**src/sv/cll_pkg.sv**
```systemverilog
// ----------------------------------------------------------------------------
// Lexer package
// Transaction types, token kind codes, character constants and the
// keyword matcher shared by the lexer.
// ----------------------------------------------------------------------------
package cll_pkg;

  // One source byte per transaction.
  typedef struct packed {
    logic [7:0] text_byte;
    logic       end_of_text;
  } src_item_t;

  // One token per transaction.
  typedef struct packed {
    logic [4:0]  token_kind;
    logic [31:0] int_value;
    logic [15:0] ident_offset;
    logic [15:0] ident_length;
    logic        unexpected_char;
    logic        last_result;
  } tok_item_t;

  // Token kinds.
  localparam logic [4:0] K_INT    = 5'd0;
  localparam logic [4:0] K_IDENT  = 5'd1;
  localparam logic [4:0] K_IF     = 5'd2;
  localparam logic [4:0] K_FOR    = 5'd3;
  localparam logic [4:0] K_ELSE   = 5'd4;
  localparam logic [4:0] K_WHILE  = 5'd5;
  localparam logic [4:0] K_RETURN = 5'd6;
  localparam logic [4:0] K_PLUS   = 5'd7;
  localparam logic [4:0] K_POS    = 5'd8;
  localparam logic [4:0] K_MINUS  = 5'd9;
  localparam logic [4:0] K_NEG    = 5'd10;
  localparam logic [4:0] K_MUL    = 5'd11;
  localparam logic [4:0] K_DIV    = 5'd12;
  localparam logic [4:0] K_LPAR   = 5'd13;
  localparam logic [4:0] K_RPAR   = 5'd14;
  localparam logic [4:0] K_LT     = 5'd15;
  localparam logic [4:0] K_LE     = 5'd16;
  localparam logic [4:0] K_GT     = 5'd17;
  localparam logic [4:0] K_GE     = 5'd18;
  localparam logic [4:0] K_NE     = 5'd19;
  localparam logic [4:0] K_ASSIGN = 5'd20;
  localparam logic [4:0] K_EQ     = 5'd21;
  localparam logic [4:0] K_SEMI   = 5'd22;
  localparam logic [4:0] K_LBRACE = 5'd23;
  localparam logic [4:0] K_RBRACE = 5'd24;
  localparam logic [4:0] K_AMP    = 5'd25;

  // Characters.
  localparam logic [7:0] CH_ZERO   = "0";
  localparam logic [7:0] CH_NINE   = "9";
  localparam logic [7:0] CH_A_UP   = "A";
  localparam logic [7:0] CH_Z_UP   = "Z";
  localparam logic [7:0] CH_A_LO   = "a";
  localparam logic [7:0] CH_Z_LO   = "z";
  localparam logic [7:0] CH_UNDER  = "_";
  localparam logic [7:0] CH_SPACE  = " ";
  localparam logic [7:0] CH_TAB    = 8'h09;
  localparam logic [7:0] CH_LF     = 8'h0A;
  localparam logic [7:0] CH_CR     = 8'h0D;
  localparam logic [7:0] CH_LT     = "<";
  localparam logic [7:0] CH_GT     = ">";
  localparam logic [7:0] CH_BANG   = "!";
  localparam logic [7:0] CH_EQ     = "=";
  localparam logic [7:0] CH_PLUS   = "+";
  localparam logic [7:0] CH_MINUS  = "-";
  localparam logic [7:0] CH_STAR   = "*";
  localparam logic [7:0] CH_SLASH  = "/";
  localparam logic [7:0] CH_LPAR   = "(";
  localparam logic [7:0] CH_RPAR   = ")";
  localparam logic [7:0] CH_SEMI   = ";";
  localparam logic [7:0] CH_LBRACE = "{";
  localparam logic [7:0] CH_RBRACE = "}";
  localparam logic [7:0] CH_AMP    = "&";

  localparam logic [31:0] DEC_BASE = 32'd10;

  // Keyword spellings, first character in the top byte.
  localparam logic [15:0] KW_IF     = "if";
  localparam logic [23:0] KW_FOR    = "for";
  localparam logic [31:0] KW_ELSE   = "else";
  localparam logic [39:0] KW_WHILE  = "while";
  localparam logic [47:0] KW_RETURN = "return";

  // Width in bytes of the word prefix passed to the matcher.
  localparam int KW_SLOTS = 8;
  typedef logic [KW_SLOTS-1:0][7:0] kw_prefix_t;

  function automatic logic is_numeral(input logic [7:0] b);
    return (b >= CH_ZERO) && (b <= CH_NINE);
  endfunction

  function automatic logic is_letter(input logic [7:0] b);
    return ((b >= CH_A_UP) && (b <= CH_Z_UP)) || ((b >= CH_A_LO) && (b <= CH_Z_LO)) ||
           (b == CH_UNDER);
  endfunction

  function automatic logic is_space(input logic [7:0] b);
    return (b == CH_SPACE) || (b == CH_TAB) || (b == CH_CR) || (b == CH_LF);
  endfunction

  // Identifier or keyword kind of a word, from its length and first bytes.
  function automatic logic [4:0] word_kind(input kw_prefix_t pre, input logic [15:0] len);
    if ((len == 16'd2) && ({pre[0], pre[1]} == KW_IF)) return K_IF;
    if ((len == 16'd3) && ({pre[0], pre[1], pre[2]} == KW_FOR)) return K_FOR;
    if ((len == 16'd4) && ({pre[0], pre[1], pre[2], pre[3]} == KW_ELSE)) return K_ELSE;
    if ((len == 16'd5) && ({pre[0], pre[1], pre[2], pre[3], pre[4]} == KW_WHILE))
      return K_WHILE;
    if ((len == 16'd6) &&
        ({pre[0], pre[1], pre[2], pre[3], pre[4], pre[5]} == KW_RETURN))
      return K_RETURN;
    return K_IDENT;
  endfunction

  function automatic tok_item_t make_tok(input logic [4:0] kind, input logic [31:0] val,
                                         input logic [15:0] off, input logic [15:0] len);
    tok_item_t t;
    t.token_kind      = kind;
    t.int_value       = val;
    t.ident_offset    = off;
    t.ident_length    = len;
    t.unexpected_char = 1'b0;
    t.last_result     = 1'b0;
    return t;
  endfunction

  function automatic tok_item_t make_err();
    tok_item_t t;
    t = make_tok(K_INT, 32'd0, 16'd0, 16'd0);
    t.unexpected_char = 1'b1;
    t.last_result     = 1'b1;
    return t;
  endfunction

endpackage

```
**src/sv/c_like_lexer.sv**
```systemverilog
// ----------------------------------------------------------------------------
// C-like lexer
// Streaming tokenizer: one source byte in per transaction, integer,
// identifier, keyword and operator tokens out.
// ----------------------------------------------------------------------------
// The lexer takes one byte of source text per cycle and produces tokens on
// the result channel. A byte is registered at the input, classified against
// the pending token by a single stage of logic, and its tokens (none, one or
// two) are written into a two-entry result register. A byte that yields at
// most one token lets the next byte enter in the following cycle, so the
// sustained rate is one byte per cycle while tok_stall is low; a byte that
// yields two tokens holds the input while the second entry drains.
// Multi-byte tokens (numbers, words, and <, >, !, = which may pair with a
// following '=') are held until a byte arrives that cannot continue them,
// or until the byte flagged end_of_text, which closes the text and returns
// the lexer to its reset state. An unexpected character (including a '!'
// not followed by '=') produces one error transaction carrying last_result;
// all further bytes up to and including end_of_text are then dropped
// without results.
// There is no start-up sweep: the lexer is ready straight after reset.
// ----------------------------------------------------------------------------
module c_like_lexer #(
  parameter int MAX_TEXT        = 65536,
  parameter int KEYWORD_MAX_LEN = 6
) (
  input  logic                 clk,
  input  logic                 rst,
  input  logic                 src_valid,
  output logic                 src_stall,
  input  cll_pkg::src_item_t   src,
  output logic                 tok_valid,
  input  logic                 tok_stall,
  output cll_pkg::tok_item_t   tok
);
  import cll_pkg::*;

  localparam int POS_W = $clog2(MAX_TEXT);
  localparam int IDX_W = $clog2(KEYWORD_MAX_LEN);
  localparam logic [15:0] PREFIX_DEPTH = 16'(KEYWORD_MAX_LEN);
  localparam logic [15:0] LEN_SAT     = 16'hFFFF;
  localparam logic [POS_W-1:0] POS_LAST = POS_W'(MAX_TEXT - 1);

  // Kind of the token still being collected.
  typedef enum logic [2:0] {
    P_NONE, P_INT, P_WORD, P_LT, P_GT, P_BANG, P_ASSIGN
  } pend_t;

  typedef logic [KEYWORD_MAX_LEN-1:0][7:0] prefix_t;

  // Control registers.
  logic             s1_valid;
  logic [1:0]       cnt;
  pend_t            pend;
  logic             operand;
  logic [POS_W-1:0] pos;
  logic             discarding;

  // Payload registers.
  src_item_t        s1;
  logic [31:0]      acc;
  logic [15:0]      word_start;
  logic [15:0]      word_len;
  prefix_t          prefix;
  tok_item_t        slot [2];

  // Next values.
  pend_t            pend_next;
  logic             operand_next;
  logic [POS_W-1:0] pos_next;
  logic [31:0]      acc_next;
  logic [15:0]      word_start_next;
  logic [15:0]      word_len_next;
  prefix_t          prefix_next;
  tok_item_t        slot_next [2];
  logic [1:0]       cnt_next;

  logic             take;
  logic             consume;
  logic             src_accept;
  logic             err;

  function automatic kw_prefix_t widen(input prefix_t p);
    kw_prefix_t w;
    w = '0;
    for (int i = 0; i < KEYWORD_MAX_LEN; i++) w[i] = p[i];
    return w;
  endfunction

  assign tok_valid  = (cnt != 2'd0);
  assign tok        = slot[0];
  assign take       = tok_valid && !tok_stall;
  // A byte may be worked on once the result register is empty, or is
  // emptied by this cycle's output transaction.
  assign consume    = s1_valid && ((cnt == 2'd0) || ((cnt == 2'd1) && take));
  assign src_stall  = s1_valid && !consume;
  assign src_accept = src_valid && !src_stall;
  assign pos_next   = (pos == POS_LAST) ? '0 : pos + 1'b1;

  always_comb begin
    logic [7:0]  b;
    logic        eot;
    logic        combine, cont_int, cont_word;
    logic [4:0]  comb_kind;
    logic [31:0] digit_val;
    logic        flush_put, flush_err, operand_mid;
    tok_item_t   flush_tok;
    logic        st_put, st_err;
    logic [4:0]  st_kind;
    logic        end_put, end_err;
    tok_item_t   end_tok;
    tok_item_t   cand [4];
    logic [3:0]  cv;

    b         = s1.text_byte;
    eot       = s1.end_of_text;
    digit_val = {28'd0, b[3:0]};

    pend_next       = pend;
    operand_next    = operand;
    acc_next        = acc;
    word_start_next = word_start;
    word_len_next   = word_len;
    prefix_next     = prefix;

    flush_put   = 1'b0;
    flush_err   = 1'b0;
    flush_tok   = make_tok(K_INT, 32'd0, 16'd0, 16'd0);
    operand_mid = operand;
    st_put      = 1'b0;
    st_err      = 1'b0;
    st_kind     = K_INT;
    end_put     = 1'b0;
    end_err     = 1'b0;
    end_tok     = make_tok(K_INT, 32'd0, 16'd0, 16'd0);

    combine   = (b == CH_EQ) &&
                ((pend == P_LT) || (pend == P_GT) || (pend == P_BANG) || (pend == P_ASSIGN));
    cont_int  = (pend == P_INT) && is_numeral(b);
    cont_word = (pend == P_WORD) && (is_letter(b) || is_numeral(b));

    case (pend)
      P_LT:    comb_kind = K_LE;
      P_GT:    comb_kind = K_GE;
      P_BANG:  comb_kind = K_NE;
      default: comb_kind = K_EQ;
    endcase

    if (combine) begin
      pend_next    = P_NONE;
      operand_next = 1'b0;
    end else if (cont_int) begin
      acc_next = 32'(acc * DEC_BASE) + digit_val;
    end else if (cont_word) begin
      if (word_len < PREFIX_DEPTH) prefix_next[word_len[IDX_W-1:0]] = b;
      if (word_len != LEN_SAT) word_len_next = word_len + 16'd1;
    end else begin
      // The pending token ends here; emit it, then start a new one.
      pend_next = P_NONE;
      case (pend)
        P_INT: begin
          flush_put = 1'b1;
          flush_tok = make_tok(K_INT, acc, 16'd0, 16'd0);
        end
        P_WORD: begin
          flush_put = 1'b1;
          flush_tok = make_tok(word_kind(widen(prefix), word_len), 32'd0, word_start,
                               word_len);
        end
        P_LT: begin
          flush_put = 1'b1;
          flush_tok = make_tok(K_LT, 32'd0, 16'd0, 16'd0);
        end
        P_GT: begin
          flush_put = 1'b1;
          flush_tok = make_tok(K_GT, 32'd0, 16'd0, 16'd0);
        end
        P_ASSIGN: begin
          flush_put = 1'b1;
          flush_tok = make_tok(K_ASSIGN, 32'd0, 16'd0, 16'd0);
        end
        P_BANG:  flush_err = 1'b1;
        default: ;
      endcase
      if (flush_put) begin
        operand_mid = (flush_tok.token_kind == K_INT) || (flush_tok.token_kind == K_IDENT);
      end

      if (!flush_err) begin
        if (is_space(b)) begin
          st_put = 1'b0;
        end else if (is_numeral(b)) begin
          pend_next = P_INT;
          acc_next  = digit_val;
        end else if (is_letter(b)) begin
          pend_next       = P_WORD;
          word_start_next = 16'(pos);
          word_len_next   = 16'd1;
          prefix_next[0]  = b;
        end else begin
          case (b)
            CH_LT:     pend_next = P_LT;
            CH_GT:     pend_next = P_GT;
            CH_BANG:   pend_next = P_BANG;
            CH_EQ:     pend_next = P_ASSIGN;
            CH_PLUS: begin
              st_put  = 1'b1;
              st_kind = operand_mid ? K_PLUS : K_POS;
            end
            CH_MINUS: begin
              st_put  = 1'b1;
              st_kind = operand_mid ? K_MINUS : K_NEG;
            end
            CH_STAR: begin
              st_put  = 1'b1;
              st_kind = K_MUL;
            end
            CH_SLASH: begin
              st_put  = 1'b1;
              st_kind = K_DIV;
            end
            CH_LPAR: begin
              st_put  = 1'b1;
              st_kind = K_LPAR;
            end
            CH_RPAR: begin
              st_put  = 1'b1;
              st_kind = K_RPAR;
            end
            CH_SEMI: begin
              st_put  = 1'b1;
              st_kind = K_SEMI;
            end
            CH_LBRACE: begin
              st_put  = 1'b1;
              st_kind = K_LBRACE;
            end
            CH_RBRACE: begin
              st_put  = 1'b1;
              st_kind = K_RBRACE;
            end
            CH_AMP: begin
              st_put  = 1'b1;
              st_kind = K_AMP;
            end
            default: st_err = 1'b1;
          endcase
        end
      end
      operand_next = st_put ? 1'b0 : operand_mid;
    end

    // The final byte also closes whatever token it leaves pending.
    if (!flush_err && !st_err && eot) begin
      case (pend_next)
        P_INT: begin
          end_put = 1'b1;
          end_tok = make_tok(K_INT, acc_next, 16'd0, 16'd0);
        end
        P_WORD: begin
          end_put = 1'b1;
          end_tok = make_tok(word_kind(widen(prefix_next), word_len_next), 32'd0,
                             word_start_next, word_len_next);
        end
        P_LT: begin
          end_put = 1'b1;
          end_tok = make_tok(K_LT, 32'd0, 16'd0, 16'd0);
        end
        P_GT: begin
          end_put = 1'b1;
          end_tok = make_tok(K_GT, 32'd0, 16'd0, 16'd0);
        end
        P_ASSIGN: begin
          end_put = 1'b1;
          end_tok = make_tok(K_ASSIGN, 32'd0, 16'd0, 16'd0);
        end
        P_BANG:  end_err = 1'b1;
        default: ;
      endcase
    end

    err = flush_err || st_err || end_err;

    // Tokens in output order; at most two are present for any byte.
    cand[0] = combine ? make_tok(comb_kind, 32'd0, 16'd0, 16'd0) : flush_tok;
    cand[1] = make_tok(st_kind, 32'd0, 16'd0, 16'd0);
    cand[2] = end_tok;
    cand[3] = make_err();
    cv      = {err, end_put, st_put, combine || flush_put};

    slot_next[0] = cand[0];
    slot_next[1] = cand[1];
    cnt_next     = 2'd0;
    if (!discarding) begin
      for (int i = 0; i < 4; i++) begin
        if (cv[i]) begin
          if (cnt_next == 2'd0) slot_next[0] = cand[i];
          else                  slot_next[1] = cand[i];
          cnt_next = cnt_next + 2'd1;
        end
      end
    end
    if (eot && (cnt_next == 2'd2)) slot_next[1].last_result = 1'b1;
    if (eot && (cnt_next == 2'd1)) slot_next[0].last_result = 1'b1;
  end

  // Control state.
  always_ff @(posedge clk) begin
    if (rst) begin
      s1_valid   <= 1'b0;
      cnt        <= 2'd0;
      pend       <= P_NONE;
      operand    <= 1'b0;
      pos        <= '0;
      discarding <= 1'b0;
    end else begin
      if (src_accept)   s1_valid <= 1'b1;
      else if (consume) s1_valid <= 1'b0;

      if (consume)   cnt <= cnt_next;
      else if (take) cnt <= cnt - 2'd1;

      if (consume) begin
        if (s1.end_of_text) begin
          // Every text closes into a fresh run, error or not.
          pend       <= P_NONE;
          operand    <= 1'b0;
          pos        <= '0;
          discarding <= 1'b0;
        end else if (discarding) begin
          discarding <= 1'b1;
        end else if (err) begin
          discarding <= 1'b1;
        end else begin
          pend    <= pend_next;
          operand <= operand_next;
          pos     <= pos_next;
        end
      end
    end
  end

  // Payload.
  always_ff @(posedge clk) begin
    if (src_accept) s1 <= src;
    if (consume) begin
      acc        <= acc_next;
      word_start <= word_start_next;
      word_len   <= word_len_next;
      prefix     <= prefix_next;
      slot[0]    <= slot_next[0];
      slot[1]    <= slot_next[1];
    end else if (take) begin
      slot[0] <= slot[1];
    end
  end

  // The result register never holds more than two tokens.
  assert property (@(posedge clk) disable iff (rst) cnt != 2'd3)
    else $error("result register overfilled");

  // Bytes dropped after an error produce nothing.
  assert property (@(posedge clk) disable iff (rst) (consume && discarding) |=> !tok_valid)
    else $error("token produced while discarding");

  // An error transaction always closes the run.
  assert property (@(posedge clk) disable iff (rst)
                   (tok_valid && tok.unexpected_char) |-> tok.last_result)
    else $error("error transaction without last_result");

  // The final byte returns the lexer to its reset state.
  assert property (@(posedge clk) disable iff (rst)
                   (consume && s1.end_of_text) |=>
                   ((pend == P_NONE) && !discarding && (pos == '0) && !operand))
    else $error("run not closed after end of text");

endmodule
```
**config.mk**
```make
export PLATFORM = sky130hd
export DESIGN_NAME = c_like_lexer
export DESIGN_NICKNAME = d
export VERILOG_FILES = /design/src/sv/cll_pkg.sv /design/src/sv/c_like_lexer.sv
export SDC_FILE = /design/constraint.sdc
export NUM_CORES = 1
export LEC_CHECK = 0
export BUFFER_PORTS_ARGS = -buffer_cell sky130_fd_sc_hd__buf_2
export CAP_MARGIN = 5
export CORE_UTILIZATION = 50
export DETAILED_ROUTE_END_ITERATION = 7
export PLACE_DENSITY = 0.76
export RECOVER_POWER = 25
export SYNTH_ARGS = -nofsm -noshare
export SYNTH_HDL_FRONTEND = slang
export SYNTH_SLANG_ARGS = --single-unit
```
**constraint.sdc**
```tcl
create_clock -name clk -period 15.2 [get_ports clk]
set_input_delay 2.28 -clock clk [delete_from_list [all_inputs] [get_ports clk]]
set_output_delay 2.28 -clock clk [all_outputs]
set_load 0.02 [all_outputs]
```
; ---- Word-level counts from Yosys, hierarchy flattened
; Memory sizes are Yosys's and may differ from the RTL's.
; Cells that the tools add are included.
[classes]
addsub = 7
multipliers = 1
n_lt_le_gt_ge = 9
n_eq_ne = 61
n_mux = 241
bitwise_logic = 1
n_reduce_logical = 59
[ops]
columns = operator, count
row1 = 71-bit two-way mux, 13
row2 = 71-bit case mux with 5 select lines, 2
row3 = 142-bit two-way mux, 4
row4 = 16-bit two-way mux, 19
row5 = 5-bit two-way mux, 40
row6 = 32-bit two-way mux, 6
row7 = 48-bit two-way mux, 3
row8 = 1-bit two-way mux, 121
row9 = 8-bit by 6-bit == test with 1-bit output (second input constant), 13
row10 = 16-bit by 3-bit == test with 1-bit output (second input constant), 6
row11 = 48-bit by 47-bit == test with 1-bit output (second input constant), 2
row12 = 40-bit by 39-bit == test with 1-bit output (second input constant), 2
row13 = 16-bit by 2-bit == test with 1-bit output (second input constant), 4
row14 = 32-bit by 31-bit == test with 1-bit output (second input constant), 2
row15 = 5-bit case mux with 10 select lines, 1
row16 = 48-bit bitwise mux, 1
row17 = 24-bit by 23-bit == test with 1-bit output (second input constant), 2
row18 = 8-bit two-way mux, 6
row19 = 40-bit two-way mux, 1
row20 = 16-bit by 1-bit adder with 16-bit output (second input constant), 2
row21 = 32-bit by 4-bit adder with 32-bit output, 1
row22 = 16-bit by 15-bit == test with 1-bit output (second input constant), 2
row23 = 32-bit by 3-bit multiplier with 31-bit output (second input constant), 1
row24 = 3-bit two-way mux, 10
row25 = 39 further kinds, 115
[word_totals]
reg_bits = 145
mem_bits_rw = 142
in_bits = 13
output_inout_bits = 73
elab_cells = 397
mem_count = 1
[mem_list]
columns = name, words, width, read_ports, rd_ports_with_merged_regs, wr, line
row1 = slot, 2, 71, 2, 0, 2, c_like_lexer.sv:64  ; tok_item_t slot [2];

; ---- Depth between registers and ports, before layout
; Gate-level depths: netlist (run 1).
[logic_depth]
word_depth = 68
mapped_depth = 20
mapped_depth_nobuf = 17

; ---- Worst setup path before layout (run 1)
; OpenSTA, ideal clock, no wires.
[synth_timing]
path_type = input port to flip-flop
startpoint = in tok_stall
endpoint = mem slot[0][0] in the netlist's numbering, enable pin
setup_time_ns = 0.398
arrival_time_ns = 9.198
required_time_ns = 14.802
path_slack_ns = 5.604
path_stages = 5
path_buffers = 1
path_cell_list = inv_1 -> a21oi_1 -> nor2b_1 -> clkbuf_1 -> or2_2
[synth_lines]
columns = element, line
row1 = "start, declared", c_like_lexer.sv:32  ; input logic tok_stall,
row2 = "end, declared", c_like_lexer.sv:64

==> results of run 1 <==
[power groups by stage]
stage,sequential (µW),clock (µW),combinational [µW]
after floorplan,1200,0,589
after global routing,1160,898,966
after CTS,1140,866,893
final,1140,856,885
after detailed placement,1150,0,888
after global placement,1150,0,867
[cell families (layout without fill, tap and decap cells)]
group,Yosys count,after routing
buffers and inverters,183,238
AOI/OAI and AO/OA,459,459
and+or+nand+nor,806,806
xor gates and xnor gates,66,66
adders and majority gates,70,70
DFF,287,287
muxes,56,56
[final timing paths]
| kind | cells after the start | slack [ps] | end | start |
|---|---|---|---|---|
| worst min register to register | 2 | 520 | operand | operand |
| worst max register to register | 12 | 8730 | slot[1][66] | s1[5] |
| worst max-delay path | 12 | 8730 | slot[1][66] | s1[5] |
| worst min-delay path | 2 | 520 | operand | operand |
[layer usage]
| metal | up-vias | track usage | wire (µm) |
|---|---|---|---|
| met5 | - | 0 | 14 |
| met4 | 2 | 0.0891 | 1410 |
| met3 | 103 | 0.0440 | 4500 |
| met2 | 723 | 0.450 | 24700 |
| met1 | 7747 | 0.411 | 23900 |
| li1 | 7330 | - | - |
[cells in the final DEF, fill, tap and decap left out, types with 14 or more instances in the layout]
cell type and count:
a211oi_1 16, a21o_1 25, a21oi_1 98, a221oi_1 33, a22oi_1 20, a31oi_1 21, and2_1 23, and3_1 44
buf_2 22, buf_4 23, clkbuf_1 73, clkbuf_16 34, dfxtp_1 24, edfxtp_1 263, ha_1 68, inv_1 59
mux2_2 23, mux2i_1 30, nand2_1 166, nand2b_1 14, nand3_1 68, nand4_1 34, nor2_1 222, nor2b_1 22
nor3_1 59, nor4_1 20, o211ai_1 14, o21ai_0 86, o21ai_1 28, o31ai_1 25, or3_1 22, xnor2_1 32
xor2_1 34
[final cells by class]
cell class,instances,share of cell area
repair buffers,114,0.0275
clock inverters,22,0.0148
multi-input cells,1457,0.461
clock buffers,39,0.0429
inverters,63,0.0117
well taps,461,0.0284
flip-flops and latches,287,0.413
[critical path, stage by stage, from the launching register on]
cell and delay (ps):
edfxtp_1 910, and4bb_2 420, and3_1 210, a21o_1 90, clkbuf_1 1190, nand4_1 1040, mux2i_1 620, nand4_1 270
nor4_1 230, nand2_1 80, a2111oi_0 740, o31a_1 290, o21ai_0 90
[Yosys cell counts, types with 6 or more instances]
master | count | share of area
edfxtp_1 | 263 | 0.43
nor2_1 | 222 | 0.045
nand2_1 | 166 | 0.034
clkbuf_1 | 100 | 0.020
a21oi_1 | 98 | 0.027
o21ai_0 | 86 | 0.023
ha_1 | 68 | 0.046
nand3_1 | 68 | 0.018
nor3_1 | 62 | 0.017
inv_1 | 59 | 0.012
and3_1 | 44 | 0.015
nand4_1 | 34 | 0.012
xor2_1 | 34 | 0.016
a221oi_1 | 33 | 0.016
xnor2_1 | 32 | 0.015
mux2i_1 | 30 | 0.016
o21ai_1 | 28 | 0.0076
mux2_2 | 26 | 0.016
a21o_1 | 25 | 0.010
and2_1 | 25 | 0.0085
o31ai_1 | 25 | 0.010
dfxtp_1 | 24 | 0.026
nor2b_1 | 22 | 0.0075
or3_1 | 22 | 0.0075
a31oi_1 | 21 | 0.0071
a22oi_1 | 20 | 0.0082
nor4_1 | 20 | 0.0068
a211oi_1 | 16 | 0.0065
nand2b_1 | 15 | 0.0051
o211ai_1 | 14 | 0.0057
or2_2 | 12 | 0.0041
buf_1 | 10 | 0.0020
nand3b_1 | 10 | 0.0041
nor3b_1 | 10 | 0.0041
buf_2 | 9 | 0.0024
nand4b_1 | 9 | 0.0043
nor4b_1 | 9 | 0.0043
and4_1 | 8 | 0.0038
nor4bb_1 | 8 | 0.0044
o21a_1 | 8 | 0.0033
or4b_1 | 6 | 0.0033
[state kept, by name (all words and copies together), names as in the netlist]
| signal | flops |
|---|---|
| prefix | 48 |
| word_start | 16 |
| operand | 1 |
| cnt | 2 |
| pend | 3 |
| slot | 142 |
| acc | 32 |
| discarding | 1 |
| s1_valid | 1 |
| pos | 16 |
| word_len | 16 |
| s1 | 9 |
[metrics by stage]
stage / utilization / hold WS, ps / cell area [µm²] / cells / setup slack [ps]
floorplan: - / 467 / 18400 / 1927 / 5600
global placement: 0.535 / 496 / 19200 / 2382 / 9920
detailed placement: 0.535 / 502 / 19200 / 2382 / 9810
CTS: 0.568 / 513 / 20400 / 2443 / 9850
global route: 0.565 / 546 / 20300 / 2443 / 8340
finish: 0.565 / 517 / 20300 / 2443 / 8730
==> summary.txt, run 1 <==
Die X: 194 µm
N_diodes: 0
Post-synthesis adder-cell area fraction: 0.0484
LEAKAGE: 0.00746 µW
RSZ-0062 raised after global routing: false
Syn Inst Count: 1927
Startpoint Class: flip-flop
Row cnt: 69
Internal Pwr Total: 1850 µW
Worst-path clk slew: 60 ps
FF+latch count, synth: 287
Grt ovf: 0
Netlist cell types: 99
Slew headroom: -1.08
Initial antenna violation count: 1
CTS tree: yes
PwrDens: 142 nW/µm²
Clk_skew: 27.6 ps
Global-route wire length before repair: 86100 µm
Post-synth EDFFs: 263
Largest net degree at the start of global routing: 161
CTS resizes: 0
Async SR Flop Fraction: 0
Largest family of logic cells by synthesized area: simple AND/OR/NAND/NOR gates
Req. time, crit path: 15470 ps
Layout Area Growth over Synthesis: 10.2%
Mux contribution to synthesized area: 0.0322
Post-synthesis sequential area ratio: 0.455
ANT nets after route: 0
Clock latency on the worst-skew pair: 550 ps
Dominant synthesized flop cell: edfxtp_1
IO Pins: 86
Synth Area in Simple Gates: 0.227
Final slew viol count: 102
Clock sink count: 287
Core area: 35900 µm²
FMAX: 154 MHz
Sequential power share: 0.397
Total Nets Final: 2040
DRC viols: 0
Full die area: 37600 µm²
Synth Net Count: 2010
Vias/cell: 6.51
Status: finished, violations left
Period utilization: 0.426
Htree depth: 2
Area share of xor/xnor cells in the synthesized design: 0.0314
Overall routed net length: 54600 µm
Sw Pwr: 1040 µW
# setup viols final: 0
Avg Cell Area, Syn: 9.55 µm²
Multi-input gate area: 9360 µm²
CP Class: flip-flop to flip-flop
Syn. warnings: 0
Worst-path maximum fanout: 33
Vias in the first global route: 15.1k
Gpl congestion: 0.979
MaxCap Viol Count: 3
Share of cells above drive strength 1: 0.0822
IO buf count: 85
TritonRoute pass-1 iters: 6
Vias: 15.9k
Total CTS buffers: 34
Fill count: 3209
Clk pwr share: 0.297
Sum of negative setup slack: 0 ps
Worst Tran Pin Value: 3120 ps
Hold Path Class: flip-flop to flip-flop
Worst vdd ir: 0.0000960 V
FF/Latch Area: 8380 µm²
Initial core utilization: 0.512
Final Hold Viols: 0
Post-Syn Area: 18400 µm²
Hold Buf Count CTS: 0
Average wire per standard cell: 22.3 µm
Crit path DAT: 6740 ps
Period minus WS final: 6470 ps
Clk root buf: clkbuf_16
GRT Overall Usage: 0.287
Critical path capture point type: flip-flop
Failing checks: max-capacitance violations, max-slew violations
Synth Area in Compound Gates: 0.167
Sw Ratio: 0.359
Die Y-Extent: 194 µm
Final Power: 2890 µW
Dpl hpwl: 38300 µm
Drt first-iter violations: 2051
Clock Path Buffers: 3
Logic pwr share: 0.307
Postcts setup bufs: 0
Power figures use the tool's default switching activity.
==> inputs of run 2 (changes only) <==
Settings changed: PLACE_DENSITY 0.76 to 0.79.
Clock period 15.2 ns to 5.25 ns, I/O delays scaled along.
==> run 2 against run 1 <==
The run still ends with max-capacitance violations, max-slew violations left; first-iteration DRC count shrank 14%; count of clock-buffer cells in the layout is 1 higher; non-clock buffer count grew 35; critical path type unchanged; largest cell class unchanged.
==> summary.txt, run 2 (synthesis gave the netlist of run 1 again) <==
Worst r2r dst: acc[31]
Final Hold Viols: 0 (unchanged)
Dpl hpwl: 38200 µm (-0.31%)
Final core utilization: 0.571 (+0.00606)
Htree depth: 2 (unchanged)
ANT nets after route: 0 (unchanged)
Status: finished, violations left
CTS resizes: 0 (unchanged)
Die X: 194 µm (unchanged)
Initial antenna violation count: 1 (unchanged)
Period utilization: 0.928 (+0.502)
Gpl congestion: 0.984 (+0.49%)
Worst-path clk slew: 60 ps (about the same)
Initial core utilization: 0.512 (unchanged)
Vias in the first global route: 15.3k (+1.3%)
Final slew viol count: 145 (+42%)
R2R Path Start: acc[1]
PwrDens: 404 nW/µm² (+180%)
Largest register FFs: 142 (unchanged)
Row cnt: 69 (unchanged)
CP Class: flip-flop to flip-flop
Slack of the critical path: 376 ps (-8350 ps)
Commonest non-fill, non-tap cell in the layout: edfxtp_1
Hold Buf Count CTS: 0 (unchanged)
Critical Path Sink: acc[31]
Total CTS buffers: 34 (unchanged)
Sum of negative setup slack: 0 ps (unchanged)
Worst-path maximum fanout: 6 (-82%)
Full die area: 37600 µm² (unchanged)
FF-to-FF setup slack: 380 ps (-8350 ps)
Sw Ratio: 0.365 (+0.00592)
Clk_skew: 21.3 ps (-6.21 ps)
Grt ovf: 0 (unchanged)
# setup viols final: 0 (unchanged)
Overall routed net length: 54300 µm (-0.60%)
CTS tree: yes
Reg with most FFs: slot
FMAX: 205 MHz (+33%)
Startpoint Class: flip-flop
Postcts setup bufs: 0 (unchanged)
Slew headroom: -0.284 (+0.798)
TritonRoute pass-1 iters: 6 (unchanged)
Die Y-Extent: 194 µm (unchanged)
Vias/cell: 6.49 (-0.26%)
FF/Latch Area: 8380 µm² (unchanged)
Clk root buf: clkbuf_16
Clock latency on the worst-skew pair: 560 ps (about the same)
Crit path DAT: 5180 ps (-1560 ps)
Logic pwr share: 0.317 (+0.010)
Largest registers: slot: 142 flops, prefix: 48 flops, acc: 32 flops
Req. time, crit path: 5550 ps (-9920 ps)
R2r worst-path depth: 15 (+3)
Drt first-iter violations: 1759 (-14%)
Fill count: 3127 (-2.6%)
Critical path capture point type: flip-flop
Hold path depth: 1 (-1)
Average wire per standard cell: 21.9 µm (-2.0%)
Worst vdd ir: 0.000258 V (+170%)
DRC viols: 0 (unchanged)
Worst Tran Pin Value: 1930 ps (-1190 ps)
Share of cells above drive strength 1: 0.0977 (+0.0154)
MaxCap Viol Count: 2 (-1)
RSZ-0062 raised after global routing: false
Setup crit start: acc[1]
Clock sink count: 287 (unchanged)
Place WS: 381 ps (-9430 ps)
Sequential power share: 0.395 (-0.002)
Internal Pwr Total: 5250 µW (+180%)
Multi-input gate area: 9360 µm² (about the same)
GRT Overall Usage: 0.287 (about the same)
Most frequent cells in the layout: 263 x edfxtp_1, 222 x nor2_1, 166 x nand2_1, 98 x a21oi_1, 86 x o21ai_0
LEAKAGE: 0.00759 µW (+1.8%)
Hold Path Class: input port to flip-flop
IO buf count: 85 (unchanged)
Global-route wire length before repair: 85700 µm (-0.52%)
Period minus WS final: 4870 ps (-1600 ps)
Largest net degree at the start of global routing: 93 (-42%)
Sw Pwr: 3020 µW (+190%)
Core area: 35900 µm² (unchanged)
IO Pins: 86 (unchanged)
Failing checks: max-capacitance violations, max-slew violations
Total Nets Final: 2075 (+1.7%)
Layout Area Growth over Synthesis: 11.4%
Clock Path Buffers: 3 (unchanged)
Vias: 16.1k (+1.2%)
Clk pwr share: 0.288 (-0.009)
run 2: routing by layer:
| layer | track usage | wire length [µm] | vias up | part of all wire |
|---|---|---|---|---|
| li1 | - | - | 7420 | - |
| met5 | 0 | 0 | - | 0 |
| met2 | 0.441 | 24200 | 791 | 0.45 |
| met3 | 0.0473 | 4650 | 107 | 0.086 |
| met1 | 0.409 | 23900 | 7779 | 0.44 |
| met4 | 0.106 | 1540 | 0 | 0.028 |
run 2: critical path, cell delays in order, from the launching register on:
cell      delay [ps]
edfxtp_1         490
ha_1             330
ha_1             150
inv_1             60
fa_1             460
nor2b_1          240
o31ai_1          130
a21oi_1          420
o31ai_1          180
xor2_1           200
or2_0            280
or4b_1           600
or4b_4           590
o31a_1           270
nor2_1           160
o21ai_1           70
run 2: power groups by stage:
stage                     combinational [µW]  sequential [µW]  clock [µW]
after floorplan                         1710             3440           0
after global placement                  2580             3280           0
after detailed placement                2630             3290           0
after CTS                               2650             3250        2420
after global routing                    2860             3310        2510
final                                   2620             3270        2380
run 2: per-stage QoR:
stage          cells  cell area [µm²]  hold slack [ps]  total power (µW)
2_1_floorplan   1927            18400              467              5140
3_3_place_gp    2417            19500              491              5850
3_5_place_dp    2417            19500              495              5920
4_1_cts         2478            20600              395              8320
5_1_grt         2478            20500              398              8680
6_report        2479            20500              408              8270
run 2: worst min-delay path by stage:
| stage | start | endpoint | slack [ps] |
|---|---|---|---|
| floorplan | operand | operand | 470 |
| global placement | operand | operand | 490 |
| detailed placement | operand | operand | 490 |
| CTS | src[0] | s1[0] | 390 |
| global route | src[8] | s1[8] | 400 |
| finish | src[0] | s1[0] | 410 |
run 2: layout make-up:
cell class | count | area share
antenna | 1 | 0.000122
clock buffer | 40 | 0.0431
inverter | 63 | 0.0115
timing repair buffer | 149 | 0.0400
clock inverter | 21 | 0.0114
sequential | 287 | 0.409
tap | 461 | 0.0281
multi-input combinational | 1457 | 0.457
